### src/hdl/drp_pkg.sv
// ----------------------------------------------------------------------------
// drp_pkg
// shared types, constants and rainbow ramp tables for the depth overlay
// ----------------------------------------------------------------------------
`default_nettype none

package drp_pkg;

	localparam int DEPTH_BITS = 16;
	localparam int NUM_W      = DEPTH_BITS + 8;
	localparam int DIV_STAGES = 8;
	localparam int RAMP_LEN   = 52;
	localparam int RAMP_IDX_W = $clog2(RAMP_LEN);

	// segment edges of the rainbow map
	localparam logic [7:0] SEG1 = 8'd51;
	localparam logic [7:0] SEG2 = 8'd102;
	localparam logic [7:0] SEG3 = 8'd153;
	localparam logic [7:0] SEG4 = 8'd204;
	localparam logic [7:0] FULL = 8'd255;
	localparam logic [7:0] HALF = 8'd127;

	typedef enum logic [1:0] {
		REG_MIN_DEPTH = 2'd0,
		REG_MAX_DEPTH = 2'd1,
		REG_OVERLAY   = 2'd2
	} drp_reg_t;

	typedef struct packed {
		logic [DEPTH_BITS-1:0] depth_sample;
		logic [7:0]            cam_blue;
		logic [7:0]            cam_green;
		logic [7:0]            cam_red;
	} drp_in_t;

	typedef struct packed {
		logic [7:0] out_blue;
		logic [7:0] out_green;
		logic [7:0] out_red;
		logic       depth_present;
	} drp_out_t;

	// per-pixel info that rides along with the division
	typedef struct packed {
		logic       nz;
		logic       sat_hi;
		logic       sat_lo;
		logic [7:0] cam_b;
		logic [7:0] cam_g;
		logic [7:0] cam_r;
	} drp_side_t;

	typedef logic [RAMP_LEN-1:0][7:0] ramp_t;

	// rounded k*t/102 ramp, evaluated at elaboration
	function automatic ramp_t build_ramp(input int unsigned k);
		ramp_t r;
		for (int t = 0; t < RAMP_LEN; t++) begin
			r[t] = 8'((k * t + 51) / 102);
		end
		return r;
	endfunction

	localparam ramp_t RAMP_HI = build_ramp(256);
	localparam ramp_t RAMP_LO = build_ramp(254);

endpackage

`default_nettype wire

### src/hdl/drp_prep.sv
// ----------------------------------------------------------------------------
// drp_prep
// limit compare, offset and range, then numerator scaled by 255
// ----------------------------------------------------------------------------
`default_nettype none

module drp_prep
	import drp_pkg::*;
(
	input  wire logic                  clk,
	input  wire logic                  arst_n,
	input  wire logic [DEPTH_BITS-1:0] lo_lim,
	input  wire logic [DEPTH_BITS-1:0] hi_lim,
	input  wire logic                  in_valid,
	output logic                       in_ready,
	input  wire drp_in_t               in_pix,
	output logic                       out_valid,
	input  wire logic                  out_ready,
	output logic [NUM_W-1:0]           num,
	output logic [DEPTH_BITS-1:0]      rng,
	output drp_side_t                  side
);

	logic                  v_s1, v_s2;
	logic                  en_s1, en_s2;
	logic [DEPTH_BITS-1:0] n_s1, rng_s1, rng_s2;
	logic [NUM_W-1:0]      num_s2;
	drp_side_t             side_s1, side_s2;
	logic [DEPTH_BITS-1:0] rng_c;

	assign en_s2    = !v_s2 || out_ready;
	assign en_s1    = !v_s1 || en_s2;
	assign in_ready = en_s1;
	assign rng_c    = hi_lim - lo_lim;

	always_ff @(posedge clk or negedge arst_n) begin
		if (!arst_n) begin
			v_s1 <= 1'b0;
			v_s2 <= 1'b0;
		end else begin
			if (en_s1) v_s1 <= in_valid;
			if (en_s2) v_s2 <= v_s1;
		end
	end

	always_ff @(posedge clk) begin
		if (en_s1) begin
			n_s1           <= in_pix.depth_sample - lo_lim;
			rng_s1         <= rng_c;
			side_s1.nz     <= (in_pix.depth_sample != '0);
			side_s1.sat_hi <= (in_pix.depth_sample > hi_lim);
			side_s1.sat_lo <= (in_pix.depth_sample < lo_lim) || (rng_c == '0);
			side_s1.cam_b  <= in_pix.cam_blue;
			side_s1.cam_g  <= in_pix.cam_green;
			side_s1.cam_r  <= in_pix.cam_red;
		end
		if (en_s2) begin
			// n * 255 as n * 256 - n
			num_s2  <= {n_s1, 8'd0} - NUM_W'(n_s1);
			rng_s2  <= rng_s1;
			side_s2 <= side_s1;
		end
	end

	assign out_valid = v_s2;
	assign num       = num_s2;
	assign rng       = rng_s2;
	assign side      = side_s2;

endmodule

`default_nettype wire

### src/hdl/drp_div.sv
// ----------------------------------------------------------------------------
// drp_div
// pipelined restoring divider, one quotient bit per stage
// ----------------------------------------------------------------------------
`default_nettype none

module drp_div
	import drp_pkg::*;
(
	input  wire logic                  clk,
	input  wire logic                  arst_n,
	input  wire logic                  in_valid,
	output logic                       in_ready,
	input  wire logic [NUM_W-1:0]      num,
	input  wire logic [DEPTH_BITS-1:0] rng,
	input  wire drp_side_t             in_side,
	output logic                       out_valid,
	input  wire logic                  out_ready,
	output logic [7:0]                 quo,
	output drp_side_t                  out_side
);

	logic                  v_s   [DIV_STAGES];
	logic                  en_s  [DIV_STAGES];
	logic [NUM_W-1:0]      rem_s [DIV_STAGES];
	logic [DEPTH_BITS-1:0] rng_s [DIV_STAGES];
	logic [7:0]            quo_s [DIV_STAGES];
	drp_side_t             side_s[DIV_STAGES];

	// ready ripples back from the last stage
	always_comb begin
		en_s[DIV_STAGES-1] = !v_s[DIV_STAGES-1] || out_ready;
		for (int k = DIV_STAGES - 2; k >= 0; k--) begin
			en_s[k] = !v_s[k] || en_s[k+1];
		end
	end

	assign in_ready = en_s[0];

	for (genvar k = 0; k < DIV_STAGES; k++) begin : g_stage
		localparam int B = DIV_STAGES - 1 - k;
		logic                  v_i;
		logic [NUM_W-1:0]      rem_i;
		logic [DEPTH_BITS-1:0] rng_i;
		logic [7:0]            quo_i;
		drp_side_t             side_i;
		logic [NUM_W-1:0]      sub;
		logic                  take;

		if (k == 0) begin : g_first
			assign v_i    = in_valid;
			assign rem_i  = num;
			assign rng_i  = rng;
			assign quo_i  = '0;
			assign side_i = in_side;
		end else begin : g_next
			assign v_i    = v_s[k-1];
			assign rem_i  = rem_s[k-1];
			assign rng_i  = rng_s[k-1];
			assign quo_i  = quo_s[k-1];
			assign side_i = side_s[k-1];
		end

		assign sub  = NUM_W'(rng_i) << B;
		assign take = (rem_i >= sub);

		always_ff @(posedge clk or negedge arst_n) begin
			if (!arst_n) begin
				v_s[k] <= 1'b0;
			end else if (en_s[k]) begin
				v_s[k] <= v_i;
			end
		end

		always_ff @(posedge clk) begin
			if (en_s[k]) begin
				rem_s[k]  <= take ? (rem_i - sub) : rem_i;
				rng_s[k]  <= rng_i;
				quo_s[k]  <= quo_i | (8'(take) << B);
				side_s[k] <= side_i;
			end
		end
	end

	assign out_valid = v_s[DIV_STAGES-1];
	assign quo       = quo_s[DIV_STAGES-1];
	assign out_side  = side_s[DIV_STAGES-1];

endmodule

`default_nettype wire

### src/hdl/drp_cmap.sv
// ----------------------------------------------------------------------------
// drp_cmap
// gray select, five-segment rainbow map, overlay mux and output register
// ----------------------------------------------------------------------------
`default_nettype none

module drp_cmap
	import drp_pkg::*;
(
	input  wire logic       clk,
	input  wire logic       arst_n,
	input  wire logic       overlay_enable,
	input  wire logic       in_valid,
	output logic            in_ready,
	input  wire logic [7:0] quo,
	input  wire drp_side_t  side,
	output logic            out_valid,
	input  wire logic       out_ready,
	output drp_out_t        res
);

	logic       v_s11;
	logic       en_s11;
	drp_out_t   res_s11;
	logic [7:0] gray;
	logic [7:0] t;
	logic [7:0] t5;
	logic [7:0] cb, cg, cr;
	drp_out_t   res_c;

	assign en_s11   = !v_s11 || out_ready;
	assign in_ready = en_s11;

	always_comb begin
		if (side.sat_hi) begin
			gray = FULL;
		end else if (side.sat_lo) begin
			gray = '0;
		end else begin
			gray = quo;
		end
	end

	always_comb begin
		priority if (gray <= SEG1) begin
			t = gray;
		end else if (gray <= SEG2) begin
			t = gray - SEG1;
		end else if (gray <= SEG3) begin
			t = gray - SEG2;
		end else if (gray <= SEG4) begin
			t = gray - SEG3;
		end else begin
			t = gray - SEG4;
		end
		t5 = (t << 2) + t;

		priority if (gray <= SEG1) begin
			cb = FULL;
			cg = t5;
			cr = '0;
		end else if (gray <= SEG2) begin
			cb = FULL - t5;
			cg = FULL;
			cr = '0;
		end else if (gray <= SEG3) begin
			cb = '0;
			cg = FULL;
			cr = t5;
		end else if (gray <= SEG4) begin
			cb = '0;
			cg = FULL - RAMP_HI[t[RAMP_IDX_W-1:0]];
			cr = FULL;
		end else begin
			cb = '0;
			cg = HALF - RAMP_LO[t[RAMP_IDX_W-1:0]];
			cr = FULL;
		end
	end

	always_comb begin
		if (side.nz) begin
			res_c.out_blue      = cb;
			res_c.out_green     = cg;
			res_c.out_red       = cr;
			res_c.depth_present = 1'b1;
		end else if (overlay_enable) begin
			res_c.out_blue      = side.cam_b;
			res_c.out_green     = side.cam_g;
			res_c.out_red       = side.cam_r;
			res_c.depth_present = 1'b0;
		end else begin
			res_c.out_blue      = '0;
			res_c.out_green     = '0;
			res_c.out_red       = '0;
			res_c.depth_present = 1'b0;
		end
	end

	always_ff @(posedge clk or negedge arst_n) begin
		if (!arst_n) begin
			v_s11 <= 1'b0;
		end else if (en_s11) begin
			v_s11 <= in_valid;
		end
	end

	always_ff @(posedge clk) begin
		if (en_s11) begin
			res_s11 <= res_c;
		end
	end

	assign out_valid = v_s11;
	assign res       = res_s11;

endmodule

`default_nettype wire

### src/hdl/depth_rainbow_overlay.sv
// ----------------------------------------------------------------------------
// depth_rainbow_overlay
// depth sample to rainbow color, overlaid on the camera pixel
// ----------------------------------------------------------------------------
// pipeline: 11 register stages
// throughput: one pixel per clock while not stalled; every stage takes a new request each cycle unless stalled
// stalls: each stage holds while the stage after it is full and blocked
// reset: pipeline emptied, lower limit 0, upper limit all ones, overlay on
// ----------------------------------------------------------------------------
`default_nettype none

module depth_rainbow_overlay
	import drp_pkg::*;
(
	input  wire logic                  clk,
	input  wire logic                  arst_n,
	// pixel request channel
	input  wire logic                  pix_valid,
	output logic                       pix_ready,
	input  wire drp_in_t               pix,
	// result channel
	output logic                       res_valid,
	input  wire logic                  res_ready,
	output drp_out_t                   res,
	// register write port
	input  wire logic                  cfg_we,
	input  wire logic [1:0]            cfg_idx,
	input  wire logic [DEPTH_BITS-1:0] cfg_wdata
);

	// limit and mode registers
	logic [DEPTH_BITS-1:0] lo_lim_q;
	logic [DEPTH_BITS-1:0] hi_lim_q;
	logic                  overlay_q;

	// prep -> divider
	logic                  prep_valid, prep_ready;
	logic [NUM_W-1:0]      prep_num;
	logic [DEPTH_BITS-1:0] prep_rng;
	drp_side_t             prep_side;

	// divider -> color map
	logic                  div_valid, div_ready;
	logic [7:0]            div_quo;
	drp_side_t             div_side;

	// register writes; unused index is dropped
	always_ff @(posedge clk or negedge arst_n) begin
		if (!arst_n) begin
			lo_lim_q  <= '0;
			hi_lim_q  <= '1;
			overlay_q <= 1'b1;
		end else if (cfg_we) begin
			unique case (cfg_idx)
				REG_MIN_DEPTH: lo_lim_q  <= cfg_wdata;
				REG_MAX_DEPTH: hi_lim_q  <= cfg_wdata;
				REG_OVERLAY:   overlay_q <= cfg_wdata[0];
				default:       ;
			endcase
		end
	end

	// stages 1-2: saturation flags, offset, range and 255x numerator
	drp_prep u_prep (
		.clk       (clk),
		.arst_n    (arst_n),
		.lo_lim    (lo_lim_q),
		.hi_lim    (hi_lim_q),
		.in_valid  (pix_valid),
		.in_ready  (pix_ready),
		.in_pix    (pix),
		.out_valid (prep_valid),
		.out_ready (prep_ready),
		.num       (prep_num),
		.rng       (prep_rng),
		.side      (prep_side)
	);

	// stages 3-10: gray = num / range, one bit per stage, msb first
	// quotient fits 8 bits when offset does not exceed range; other samples are overridden by the saturation flags
	drp_div u_div (
		.clk       (clk),
		.arst_n    (arst_n),
		.in_valid  (prep_valid),
		.in_ready  (prep_ready),
		.num       (prep_num),
		.rng       (prep_rng),
		.in_side   (prep_side),
		.out_valid (div_valid),
		.out_ready (div_ready),
		.quo       (div_quo),
		.out_side  (div_side)
	);

	// stage 11: saturation override, rainbow lookup, overlay select
	drp_cmap u_cmap (
		.clk            (clk),
		.arst_n         (arst_n),
		.overlay_enable (overlay_q),
		.in_valid       (div_valid),
		.in_ready       (div_ready),
		.quo            (div_quo),
		.side           (div_side),
		.out_valid      (res_valid),
		.out_ready      (res_ready),
		.res            (res)
	);

endmodule

`default_nettype wire
### config.mk
export PLATFORM = sky130hd
export DESIGN_NAME = depth_rainbow_overlay
export DESIGN_NICKNAME = d
export VERILOG_FILES = /design/src/hdl/drp_pkg.sv /design/src/hdl/drp_prep.sv /design/src/hdl/drp_div.sv /design/src/hdl/drp_cmap.sv /design/src/hdl/depth_rainbow_overlay.sv
export SDC_FILE = /design/constraint.sdc
export NUM_CORES = 1
export LEC_CHECK = 0
export ABC_CLOCK_PERIOD_IN_PS = 11100
export BUFFER_PORTS_ARGS = -buffer_cell sky130_fd_sc_hd__buf_2
export CAP_MARGIN = 30
export CELL_PAD_IN_SITES_DETAIL_PLACEMENT = 0
export CELL_PAD_IN_SITES_GLOBAL_PLACEMENT = 1
export CORE_MARGIN = 2
export CORE_UTILIZATION = 52
export DETAILED_ROUTE_END_ITERATION = 10
export PLACE_DENSITY = 0.89
export SETUP_SLACK_MARGIN = 0.1
export SYNTH_ARGS = -nofsm -noshare
export SYNTH_HDL_FRONTEND = slang
export SYNTH_SLANG_ARGS = --single-unit
export TNS_END_PERCENT = 20
### constraint.sdc
create_clock -name clk -period 11.1 [get_ports clk]
set_input_delay 1.665 -clock clk [delete_from_list [all_inputs] [get_ports clk]]
set_output_delay 1.665 -clock clk [all_outputs]
set_load 0.03 [all_outputs]
## Word level (Yosys, flattened, before mapping)

Memory sizes are Yosys's and may differ from the RTL's.
Cells that the tools add are included.

| storage, ports and cells | value |
|---|---|
| flip-flop bits (word level) | 195 |
| bits in latches | 0 |
| memory bits (writable) | 600 |
| ROM bits | 1024 |
| output and inout bits | 27 |
| word-level logic and storage cells | 155 |
| memories | 6 |

Memory list:

| name | words | width | read ports | clocked after Yosys merged registers in | wr ports | RTL line | text |
|---|---|---|---|---|---|---|---|
| (name not given) | 64 | 8 | 1 | 0 | 0 | drp_cmap.sv:72 | `cg = FULL - RAMP_HI[t[RAMP_IDX_W-1:0]];` |
| (name not given) | 64 | 8 | 1 | 0 | 0 | drp_cmap.sv:76 | `cg = HALF - RAMP_LO[t[RAMP_IDX_W-1:0]];` |
| u_div.side_s | 8 | 27 | 8 | 0 | 8 | drp_div.sv:28 | `drp_side_t side_s[DIV_STAGES];` |
| u_div.rem_s | 8 | 24 | 7 | 0 | 8 | drp_div.sv:25 | `logic [NUM_W-1:0] rem_s [DIV_STAGES];` |
| u_div.rng_s | 8 | 16 | 7 | 0 | 8 | drp_div.sv:26 | `logic [DEPTH_BITS-1:0] rng_s [DIV_STAGES];` |
| u_div.quo_s | 8 | 8 | 8 | 0 | 8 | drp_div.sv:27 | `logic [7:0] quo_s [DIV_STAGES];` |

| operators by class | value |
|---|---|
| add/sub/neg operators | 19 |
| multipliers | 0 |
| div/mod/pow operators | 0 |
| order comparisons | 15 |
| eq/ne operators | 2 |
| shift-type cells | 0 |
| muxes and demuxes | 43 |
| bitwise operators | 7 |
| reduce and logical (&&, ||, !) cells | 29 |

Operators with widths:

| kind | number |
|---|---|
| 24-bit 2-to-1 mux | 8 |
| 8-bit 2-to-1 mux | 17 |
| 25-bit 2-to-1 mux | 2 |
| 24-bit by 16-bit subtractor with 24-bit output | 2 |
| 16-bit subtractor | 2 |
| 24-bit by 16-bit greater-or-equal comparator with 1-bit output | 1 |
| 24-bit by 17-bit greater-or-equal comparator with 1-bit output | 1 |
| 24-bit by 18-bit greater-or-equal comparator with 1-bit output | 1 |
| 24-bit by 19-bit greater-or-equal comparator with 1-bit output | 1 |
| 24-bit by 20-bit greater-or-equal comparator with 1-bit output | 1 |
| 24-bit by 21-bit greater-or-equal comparator with 1-bit output | 1 |
| 24-bit by 22-bit greater-or-equal comparator with 1-bit output | 1 |
| 24-bit by 23-bit greater-or-equal comparator with 1-bit output | 1 |
| 24-bit by 17-bit subtractor with 24-bit output | 1 |
| 24-bit by 18-bit subtractor with 24-bit output | 1 |
| 24-bit by 19-bit subtractor with 24-bit output | 1 |
| 24-bit by 20-bit subtractor with 24-bit output | 1 |
| 24-bit by 21-bit subtractor with 24-bit output | 1 |
| 24-bit by 22-bit subtractor with 24-bit output | 1 |
| 24-bit by 23-bit subtractor with 24-bit output | 1 |
| 16-bit greater-than comparator | 1 |
| 8-bit <= comparator (second input constant) | 2 |
| 16-bit logical NOT | 1 |
| 16-bit < comparator | 1 |
| 24 further kinds | 64 |

## Logic depth before layout (Yosys ltp)

Gate-level depths: netlist (run 1).
An unclocked memory read counts as a cell.

| logic depth | value |
|---|---|
| depth in word-level cells | 16 |
| mapped depth | 22 |
| gate-level depth less buffers | 20 |

## Hierarchy

Synthesis (run 1) repeated with hierarchy kept, for this count alone.

| second synthesis, totals | value |
|---|---|
| cell total of the unflattened synthesis | 2712 |
| area total of the unflattened synthesis | 34938.5 µm² |

Modules (own cells, without submodules):

| module | instances | cells an instance | area each (µm²) |
|---|---|---|---|
| drp_div | 1 | 1821 | 24447.2 |
| drp_prep | 1 | 500 | 6434.9 |
| drp_cmap | 1 | 320 | 2781.4 |
| depth_rainbow_overlay | 1 | 71 | 1275.0 |

## Worst setup path before layout (run 1)

No wires, ideal clock.

| timing | value |
|---|---|
| path kind | input-to-output |
| start point | input res_ready |
| end point | output pix_ready |
| data arrival time | 7.427 ns |
| data required time | 9.435 ns |
| slack | 2.008 ns |
| stages on the path | 6 |
| buffers on the path | 0 |
| path through | nor2b_1 > nand2_1 > nor2_1 > nand3_1 > nor2_1 > nand4_1 |

RTL lines:

| element | RTL line | text |
|---|---|---|
| start: declaration | depth_rainbow_overlay.sv:23 | `input wire logic res_ready,` |
| end: declaration | depth_rainbow_overlay.sv:19 | `output logic pix_ready,` |

==> reports/metrics.cfg, run 1 <==
[global_route]
grt_pass1_vias = 20819
grt_max_degree = 76
grt_antenna_before_repair = 0
grt_pass1_wl_um = 106000
grt_usage_pct = 19.7
grt_remaining_overflow = 0

[floorplanning]
die_w_um = 261
die_height_um = 261
initial_core_util_pct = 52.3
num_rows = 94
core_um2 = 65600
dieArea_um2 = 68100
ios = 90

[placed_design]
gp_congestion = 0.925
hpwl_um = 47200
placed_area_um2 = 35900
dp_cells = 3593
numPortBuffers = 89

[yosys]
synth-edff-count = 683
syn-instance-count = 2667
avgSynthCellArea_um2 = 12.9
yosys.area.top_type_share_pct = 59.7
ys.flop_type = edfxtp_1
yosys_warnings = 0
synth_fp_nets = 2948
async_reset_ff_share_pct = 6.05
synthTopCellsByArea = edfxtp_1 (60%), ha_1 (7.6%), inv_1 (2.7%)
synth-seq-cells = 727
synth_seq_area_share_pct = 63.0
synth_cell_types = 92
syn_area_um2 = 34300
synth_top_area_cell = edfxtp_1

[drt]
ant_nets = 0
vias_per_cell = 5.55
wirelength_um = 66800
drt-wirelength-per-cell_um = 17.9
vias = 20723
dr.pass1.iters = 5
drc = 0
drt_iter0_drc = 1796

[timing]
setup_viol = 0
final.setup.tns_ns = 0
finClkSkew_ns = 0.0219
period_needed_ns = 6.12
maxSlewViolCount = 0
timing.slew.headroom_pct = 33.5
final.period_utilization_pct = 55.2
tightest_slew_ns = 0.995
hold_viol = 0
max_freq_ghz = 0.163
hold_slack_ns = 0.410
rsz0062_at_grt = false

[clock_tree]
cts_resized = 0
cts_sinks = 727
post_cts_buffers = 0
cts_buffers = 75
clk_latency_ns = 0.61
clk_path_buf_depth = 3
cts_max_level = 3
cts-root-buf = clkbuf_16
ctsHoldBuffers = 0
path_clk_slew_ns = 0.06
cts_tree = built

[worst_setup_path]
critPathCaptureType = output pin
crit_required_ns = 9.44
cpMaxStageDelayCell = nor2_1
cp_max_fo = 68
worstPathCellList = buf_2 -> nor2b_1 -> nand2_1 -> nor2_1 -> nand3_4 -> buf_16 -> nor2_1 -> nand4_1 -> buf_4 -> buf_2
start_kind = primary input
cp_slowest_stage_delay_ns = 0.41
worstPathArrival_ns = 4.46
path_class = primary input to output pin

[run_status]
outcome = finished clean

[cells_and_area]
diodes = 0
final_cell_mix = edfxtp_1 (683), inv_1 (244), ha_1 (208)
final_cells = 3734
stdcell_area_um2 = 38600
layout_commonest_cell = edfxtp_1
drive_gt1_share_pct = 11.6
syn2layout_area_growth_pct = 12.4
final_nets = 3089
fillers = 5000

[job]
maxCapViolCount = 0

[hold_path]
min_path_type = register to register

[power]
p_per_area_nw_per_um2 = 357
worst_ir_drop_vdd_mv = 0.141
cellLeakagePower_uw = 0.0154

[critical path, delay by kind of cell]
family                 cells  cell delay, ns
and+or+nand+nor            6            1.72
buffers and inverters      4            0.99
[flip-flops by register name, indices dropped and copies added, names as in the netlist, 7 cells and up]
signal	count
lo_lim_q	16
u_div.g_stage.v_i	7
u_div.rng_s	112
u_prep.side_s1	27
u_prep.rng_s1	16
u_div.quo_s	36
u_cmap.res	25
hi_lim_q	16
u_prep.num	24
u_prep.n_s1	16
u_prep.side	27
u_div.side_s	216
u_prep.rng	16
u_div.rem_s	168
[final cells by class]
type | count | area [um2] | share of cell area [%]
clock buffers | 95 | 2020 | 5.24
clock inverters | 44 | 607 | 1.57
inverters | 249 | 936 | 2.42
multi-input cells | 1645 | 11600 | 30.2
flip-flops and latches | 727 | 21600 | 56.0
well taps | 864 | 1080 | 2.80
repair buffers | 110 | 676 | 1.75
[power by group]
group	total (uW)	switching, uW	internal (uW)
Clock	2640	1050	1590
Combinational	5920	3440	2480
Sequential	5200	568	4630
[synthesized netlist by cell type (38+ instances only)]
cell type	instances
nor2b_1	42
nor2_1	136
a21o_1	45
nor3_1	50
o21ai_0	161
a21oi_1	148
mux2_2	38
inv_1	246
nand2_1	197
ha_1	208
xor2_1	72
xnor2_1	88
edfxtp_1	683
[routing by layer]
metal	up-vias	wire length (um)	global-route usage, %
met1	9900	27000	23.9
met5	-	0	0
met4	0	2250	7.12
li1	10135	-	-
met2	541	34800	35.5
met3	147	2720	3.11
[metrics by stage]
step | setup WS, ns | power, uW | util (%)
after floorplan | 2.01 | 9600 | -
final | 4.98 | 13800 | 58.8
after global routing | 4.79 | 14700 | 58.8
after CTS | 4.25 | 13800 | 58.7
after detailed placement | 4.28 | 11000 | 54.7
after global placement | 4.49 | 10800 | 54.7
[logic make-up (layout without fill, tap and decap cells)]
group	after synthesis	count (layout)	share of synthesized area, %
AO/OA/AOI/OAI	579	579	10.8
AND/OR/NAND/NOR	643	643	9.27
multiplexers	44	44	1.42
adder cells (fa/ha/maj)	218	218	8.16
XOR/XNOR	160	160	4.08
buffers and inverters	295	498	3.28
other	1	1	0.0109
flip-flops	727	727	63.0
[worst paths after layout]
check	startpoint	slack, ns	end	cells after the start
worst max register to register	u_div.side_s[1][105]$_DFFE_PP_	5.42	u_cmap.res[12]$_DFFE_PP_	16
worst max-delay path	res_ready	4.98	pix_ready	10
worst min register to register	u_prep.side_s1[10]$_DFFE_PP_	0.41	u_prep.side[10]$_DFFE_PP_	0
min in group asynchronous	arst_n	1.04	lo_lim_q[10]$_DFFE_PN0P_	1
max in group asynchronous	arst_n	9.43	hi_lim_q[14]$_DFFE_PN1P_	2
worst min-delay path	u_prep.side_s1[10]$_DFFE_PP_	0.41	u_prep.side[10]$_DFFE_PP_	0
Power figures use the tool's default switching activity.
==> run 2, diff against run 1 <==
Settings changed: ABC_CLOCK_PERIOD_IN_PS 11100 to 5600, CORE_UTILIZATION 52 to 47, PLACE_DENSITY 0.89 to 0.85.
Clock period 11.1 ns to 5.6 ns, I/O delays scaled along.
==> run 2 against run 1 <==
Compared with the run above:
- sequential share of layout area fell by 0.10 points
- sequential cell count is the same
- utilization fell by 5.5 points
- sequential power up 98%
- power increased by 97%
- cell count is 2.7% higher
- non-clock buffer count up 12
- wire length about the same
- hold slack got worse by 0.094 ns
- global-route usage down 1.7 points
- clock skew increased by 0.0073 ns
- first-iteration DRC count decreased by 14%
- critical path type is now register to register
==> reports/metrics.cfg, run 2 (synthesis results as in run 1) <==
[global_route]
grt_antenna_before_repair = 0
grt_pass1_wl_um = 108000
grt_max_degree = 75
grt_pass1_vias = 21239
grt_remaining_overflow = 0
grt_usage_pct = 17.9

[timing]
finClkSkew_ns = 0.0292
rsz0062_at_grt = false
tightest_slew_ns = 1.01
final.period_utilization_pct = 87.9
maxSlewViolCount = 0
max_freq_ghz = 0.203
final.setup.tns_ns = 0
timing.slew.headroom_pct = 32.7
setup_viol = 0
period_needed_ns = 4.92
hold_viol = 0

[power]
worst_ir_drop_vdd_mv = 0.295
power_frac_seq_pct = 38.0
p_comb_share_pct = 43.4
p_per_area_nw_per_um2 = 702
internal_power_uw = 17200
cellLeakagePower_uw = 0.0153
power.net_switching_uw = 9960
fin_total_pwr_uw = 27200
clkPwrFrac_pct = 18.6
p_sw_share_pct = 36.7

[drt]
drt_iter0_drc = 1542
ant_nets = 0
vias = 20714
dr.pass1.iters = 6
drc = 0
drt-wirelength-per-cell_um = 17.4
wirelength_um = 66800
vias_per_cell = 5.40

[worst_setup_path]
worstPathArrival_ns = 5.30
reg2reg_slack_ns = 0.68
critPathBufInv = 1
crit_required_ns = 5.97
r2r-start = u_div.side_s[1][106]$_DFFE_PP_
start_kind = register
worstPathCellList = nor2_1 -> ha_1 -> nand2b_1 -> a221o_1 -> a21o_1 -> nor3_1 -> or4_4 -> clkinv_2 -> ha_1 -> a21oi_1 -> o21bai_1 -> a21oi_1 -> xor2_1 -> xnor2_1 -> a221oi_1 -> a21o_1
critical_path.top_delay_family = simple AND/OR/NAND/NOR gates
critPathCaptureType = register
cp_max_fo = 17
cp_slowest_stage_delay_ns = 0.63
cpMaxStageDelayCell = nor2_1
rr_worst_depth = 16
r2r_end = u_cmap.res[16]$_DFFE_PP_
path_class = register to register

[cells_and_area]
final_cell_mix = edfxtp_1 (683), inv_1 (244), ha_1 (208)
largest_register_ffs = 216
syn2layout_area_growth_pct = 12.6
diodes = 0
top_regs = u_div.side_s (216), u_div.rem_s (168), u_div.rng_s (112)
stdcell_area_um2 = 38700
layout_commonest_cell = edfxtp_1
top_register = u_div.side_s
drive_gt1_share_pct = 11.7
fillers = 5966
final_nets = 3101

[run_status]
outcome = finished clean

[placed_design]
gp_congestion = 0.879
numPortBuffers = 89
placed_area_um2 = 36200
hpwl_um = 48500

[floorplanning]
die_w_um = 274
dieArea_um2 = 75200
core_um2 = 72600
num_rows = 99
die_height_um = 274
ios = 90
initial_core_util_pct = 47.3

[job]
maxCapViolCount = 0

[clock_tree]
clk_path_buf_depth = 3
clk_latency_ns = 0.62
cts-root-buf = clkbuf_16
cts_sinks = 727
path_clk_slew_ns = 0.06
cts_buffers = 75
post_cts_buffers = 0
cts_tree = built
cts_max_level = 3

[hold_path]
min_path_type = primary input to async pin

## run 2: cell count changes in the layout (fill, tap and decap cells not counted), moves of 2 or more
cell,change
buf_16,-2
buf_4,+15
bufinv_16,-2
clkbuf_1,+3
clkbuf_8,-2
clkinv_1,+4
clkinv_2,-9
clkinv_8,-2
inv_16,+2
inv_6,-2
nor2_1,-2
## run 2: final cells by class
cell class                      instances  area (um2)  area share (%)
Multi-Input combinational cell       1645       11700            30.2
Inverter                              249         936            2.42
Sequential cell                       727       21600            55.9
Tap cell                              959        1200            3.10
Clock inverter                         36         514            1.33
Timing Repair Buffer                  122         713            1.84
Clock buffer                           96        2010            5.19
## run 2: how the worst max path moves through the flow
stage	startpoint	to	slack (ns)	cells after the start
finish	u_div.side_s[1][106]$_DFFE_PP_	u_cmap.res[16]$_DFFE_PP_	0.68	16
global placement	u_div.side_s[1][106]$_DFFE_PP_	u_cmap.res[16]$_DFFE_PP_	0.60	18
global route	u_div.side_s[1][106]$_DFFE_PP_	u_cmap.res[16]$_DFFE_PP_	0.18	16
detailed placement	u_div.side_s[1][106]$_DFFE_PP_	u_cmap.res[16]$_DFFE_PP_	0.59	18
floorplan	res_ready	u_prep.n_s1[0]$_DFFE_PP_	0.14	6
CTS	u_div.side_s[1][106]$_DFFE_PP_	u_cmap.res[16]$_DFFE_PP_	0.55	18
## run 2: metal layers
| metal | global-route usage [%] | share of wire [%] | vias up | wire [um] |
|---|---|---|---|---|
| met4 | 7.28 | 3.6 | 0 | 2430 |
| met3 | 2.43 | 3.8 | 163 | 2510 |
| met5 | 0 | 0 | - | 0 |
| met1 | 21.7 | 41 | 9885 | 27600 |
| li1 | - | - | 10136 | - |
| met2 | 32.2 | 51 | 530 | 34200 |
## run 2: through the flow
step	cells	setup WS [ns]	hold slack, ns	utilization, %
after CTS	3834	0.550	0.303	53.3
after floorplan	2667	0.140	0.400	-
after global routing	3834	0.176	0.349	53.3
after detailed placement	3702	0.594	0.405	49.8
final	3834	0.679	0.317	53.3
after global placement	3701	0.597	0.401	49.8
## run 2: power by group through the flow
stage	logic [uW]	clock network [uW]	registers, uW
after floorplan	8950	0	10100
after global placement	11200	0	10300
after detailed placement	11600	0	10400
after CTS	11700	5170	10300
after global routing	13300	5370	10500
final	11800	5050	10300
## run 2: what timing repair did
| action | in CTS | in global routing |
|---|---|---|
| hold endpoints to repair | 0 | 0 |
| resized for setup | 0 | 1 |
| endpoints found under the setup margin | 0 | 1 |
| hold buffers | 0 | 0 |
==> run 3, diff against run 2 <==
Settings changed: PLACE_DENSITY 0.85 to default, PLACE_DENSITY_LB_ADDON from default to 0.1.
==> run 3 against run 2 <==
Compared with the run above:
- hold slack worse by 0.0055 ns
- utilization rose by 0.16 points
- register-to-register slack got worse by 0.11 ns
- count of clock-buffer cells in the layout shrank 7
- largest power group unchanged
==> reports/metrics.cfg, run 3 (synthesis results as in run 1) <==
[run_status]
outcome = finished clean

[worst_setup_path]
r2r-start = u_div.side_s[1][105]$_DFFE_PP_
critPathCaptureType = register
critPathBufInv = 3
critical_path.top_delay_family = compound AO/OA/AOI/OAI gates
cp_common_cell = a21oi_1
cpMaxStageDelayCell = edfxtp_1
start_kind = register
rr_worst_depth = 18
path_class = register to register
cp_slowest_stage_delay_ns = 0.63
r2r_end = u_cmap.res[16]$_DFFE_PP_
crit_required_ns = 5.97
worstPathCellList = inv_2 -> a21oi_1 -> inv_1 -> ha_1 -> a221o_1 -> a21oi_1 -> nand2_1 -> o211ai_2 -> ha_1 -> a21o_1 -> a21oi_1 -> o21bai_1 -> a21oi_1 -> xor2_1 -> xnor2_1 -> buf_4 -> a221oi_1 -> a21o_1
worstPathArrival_ns = 5.40
reg2reg_slack_ns = 0.57
cp_max_fo = 15

[drt]
vias = 20196
drt_iter0_drc = 1054
ant_nets = 0
wirelength_um = 67000
dr.pass1.iters = 5
drc = 0
vias_per_cell = 5.25
drt-wirelength-per-cell_um = 17.4

[power]
fin_total_pwr_uw = 27100
p_per_area_nw_per_um2 = 699
cellLeakagePower_uw = 0.0154
worst_ir_drop_vdd_mv = 0.316

[cells_and_area]
largest_register_ffs = 216
top_register = u_div.side_s
syn2layout_area_growth_pct = 13.0
drive_gt1_share_pct = 12.0
top_regs = u_div.side_s (216), u_div.rem_s (168), u_div.rng_s (112)
final_cell_mix = edfxtp_1 (683), inv_1 (244), ha_1 (208)
final_nets = 3106
layout_commonest_cell = edfxtp_1
fin_util_pct = 53.4

[clock_tree]
clk_path_buf_depth = 3
path_clk_slew_ns = 0.06
cts_sinks = 727
cts-root-buf = clkbuf_16
cts_max_level = 3
clk_latency_ns = 0.63
cts_buffers = 78
post_cts_buffers = 0
ctsHoldBuffers = 0
cts_tree = built

[placed_design]
numPortBuffers = 89
gp_congestion = 0.875
hpwl_um = 50500

[floorplanning]
die_w_um = 274
die_height_um = 274
initial_core_util_pct = 47.3
dieArea_um2 = 75200
ios = 90
core_um2 = 72600
num_rows = 99

[global_route]
busiest_layer = met2
grt_pass1_vias = 20583
grt_usage_pct = 18.1
grt_remaining_overflow = 0
grt_antenna_before_repair = 2
grt_util_met1_pct = 22.3
grt_max_degree = 75
grt_util_met2_pct = 31.8
grt_pass1_wl_um = 108000
gr-usage-met3_pct = 2.80

[timing]
finClkSkew_ns = 0.0383
final.period_utilization_pct = 89.8
setup_viol = 0
final.setup.tns_ns = 0
tightest_slew_ns = 0.982
timing.slew.headroom_pct = 33.7
maxSlewViolCount = 0
max_freq_ghz = 0.199
period_needed_ns = 5.03
hold_viol = 0
rsz0062_at_grt = true

[hold_path]
min_path_type = primary input to async pin

[job]
maxCapViolCount = 0

## run 3: cell count changes in the layout (fill, tap and decap cells not counted), moves of 3 or more
cell and change:
bufinv_16 -3, clkbuf_1 -6, clkbuf_8 -3, clkinv_1 +9
clkinv_16 +4, clkinv_2 +8, inv_16 -4
## run 3: where the power goes
group / leakage [uW] / total [uW] / switching (uW) / internal (uW)
Combinational: 0.00668 / 11800 / 6750 / 5030
Clock: 0.00123 / 5020 / 2100 / 2920
Sequential: 0.00747 / 10300 / 1120 / 9180
Total: 0.0154 / 27100 / 9970 / 17100
## run 3: worst reg2reg max path: stages, from the launching register on
cell and delay (ns):
edfxtp_1 0.63, inv_2 0.18, a21oi_1 0.44, inv_1 0.19, ha_1 0.22, a221o_1 0.34, a21oi_1 0.37, nand2_1 0.15
o211ai_2 0.49, ha_1 0.34, a21o_1 0.18, a21oi_1 0.20, o21bai_1 0.09, a21oi_1 0.23, xor2_1 0.20, xnor2_1 0.13
buf_4 0.16, a221oi_1 0.09, a21o_1 0.18
## run 3: repair_timing
item | CTS | global route
hold endpoints to repair | 0 | 0
resized for setup | 0 | 1
setup endpoints to repair | 0 | 3
## run 3: final cells by class
class / instances / area (um2)
antenna: 1 / 2.50
clock buffer: 89 / 1990
clock inverter: 53 / 579
fill: 6124 / 33800
inverter: 249 / 936
multi-input combinational: 1645 / 11700
sequential: 727 / 21600
tap: 959 / 1200
timing repair buffer: 124 / 768
## run 3: worst max-delay path by stage
stage,end,depth (start not counted),slack (ns),start
floorplan,u_prep.n_s1[0]$_DFFE_PP_,6,0.14,res_ready
global placement,u_cmap.res[12]$_DFFE_PP_,15,0.46,u_div.side_s[1][105]$_DFFE_PP_
detailed placement,u_cmap.res[12]$_DFFE_PP_,15,0.55,u_div.side_s[1][105]$_DFFE_PP_
CTS,u_cmap.res[12]$_DFFE_PP_,15,0.51,u_div.side_s[1][105]$_DFFE_PP_
global route,u_cmap.res[16]$_DFFE_PP_,18,0.1,u_div.side_s[1][105]$_DFFE_PP_
finish,u_cmap.res[16]$_DFFE_PP_,18,0.57,u_div.side_s[1][105]$_DFFE_PP_
## run 3: routing by layer
layer / up-vias / wire (um)
met2: 313 / 33500
met5: - / 26
li1: 10145 / -
met4: 4 / 2770
met1: 9591 / 28800
met3: 143 / 1930
## run 3: stage by stage
stage / setup WS (ns) / instance area [um2] / cells / hold WS (ns)
after floorplan: 0.140 / 34400 / 2667 / 0.400
after global placement: 0.456 / 36100 / 3701 / 0.401
after detailed placement: 0.554 / 36200 / 3703 / 0.405
after CTS: 0.514 / 38800 / 3845 / 0.307
after global routing: 0.0954 / 38800 / 3846 / 0.348
final: 0.569 / 38800 / 3847 / 0.311
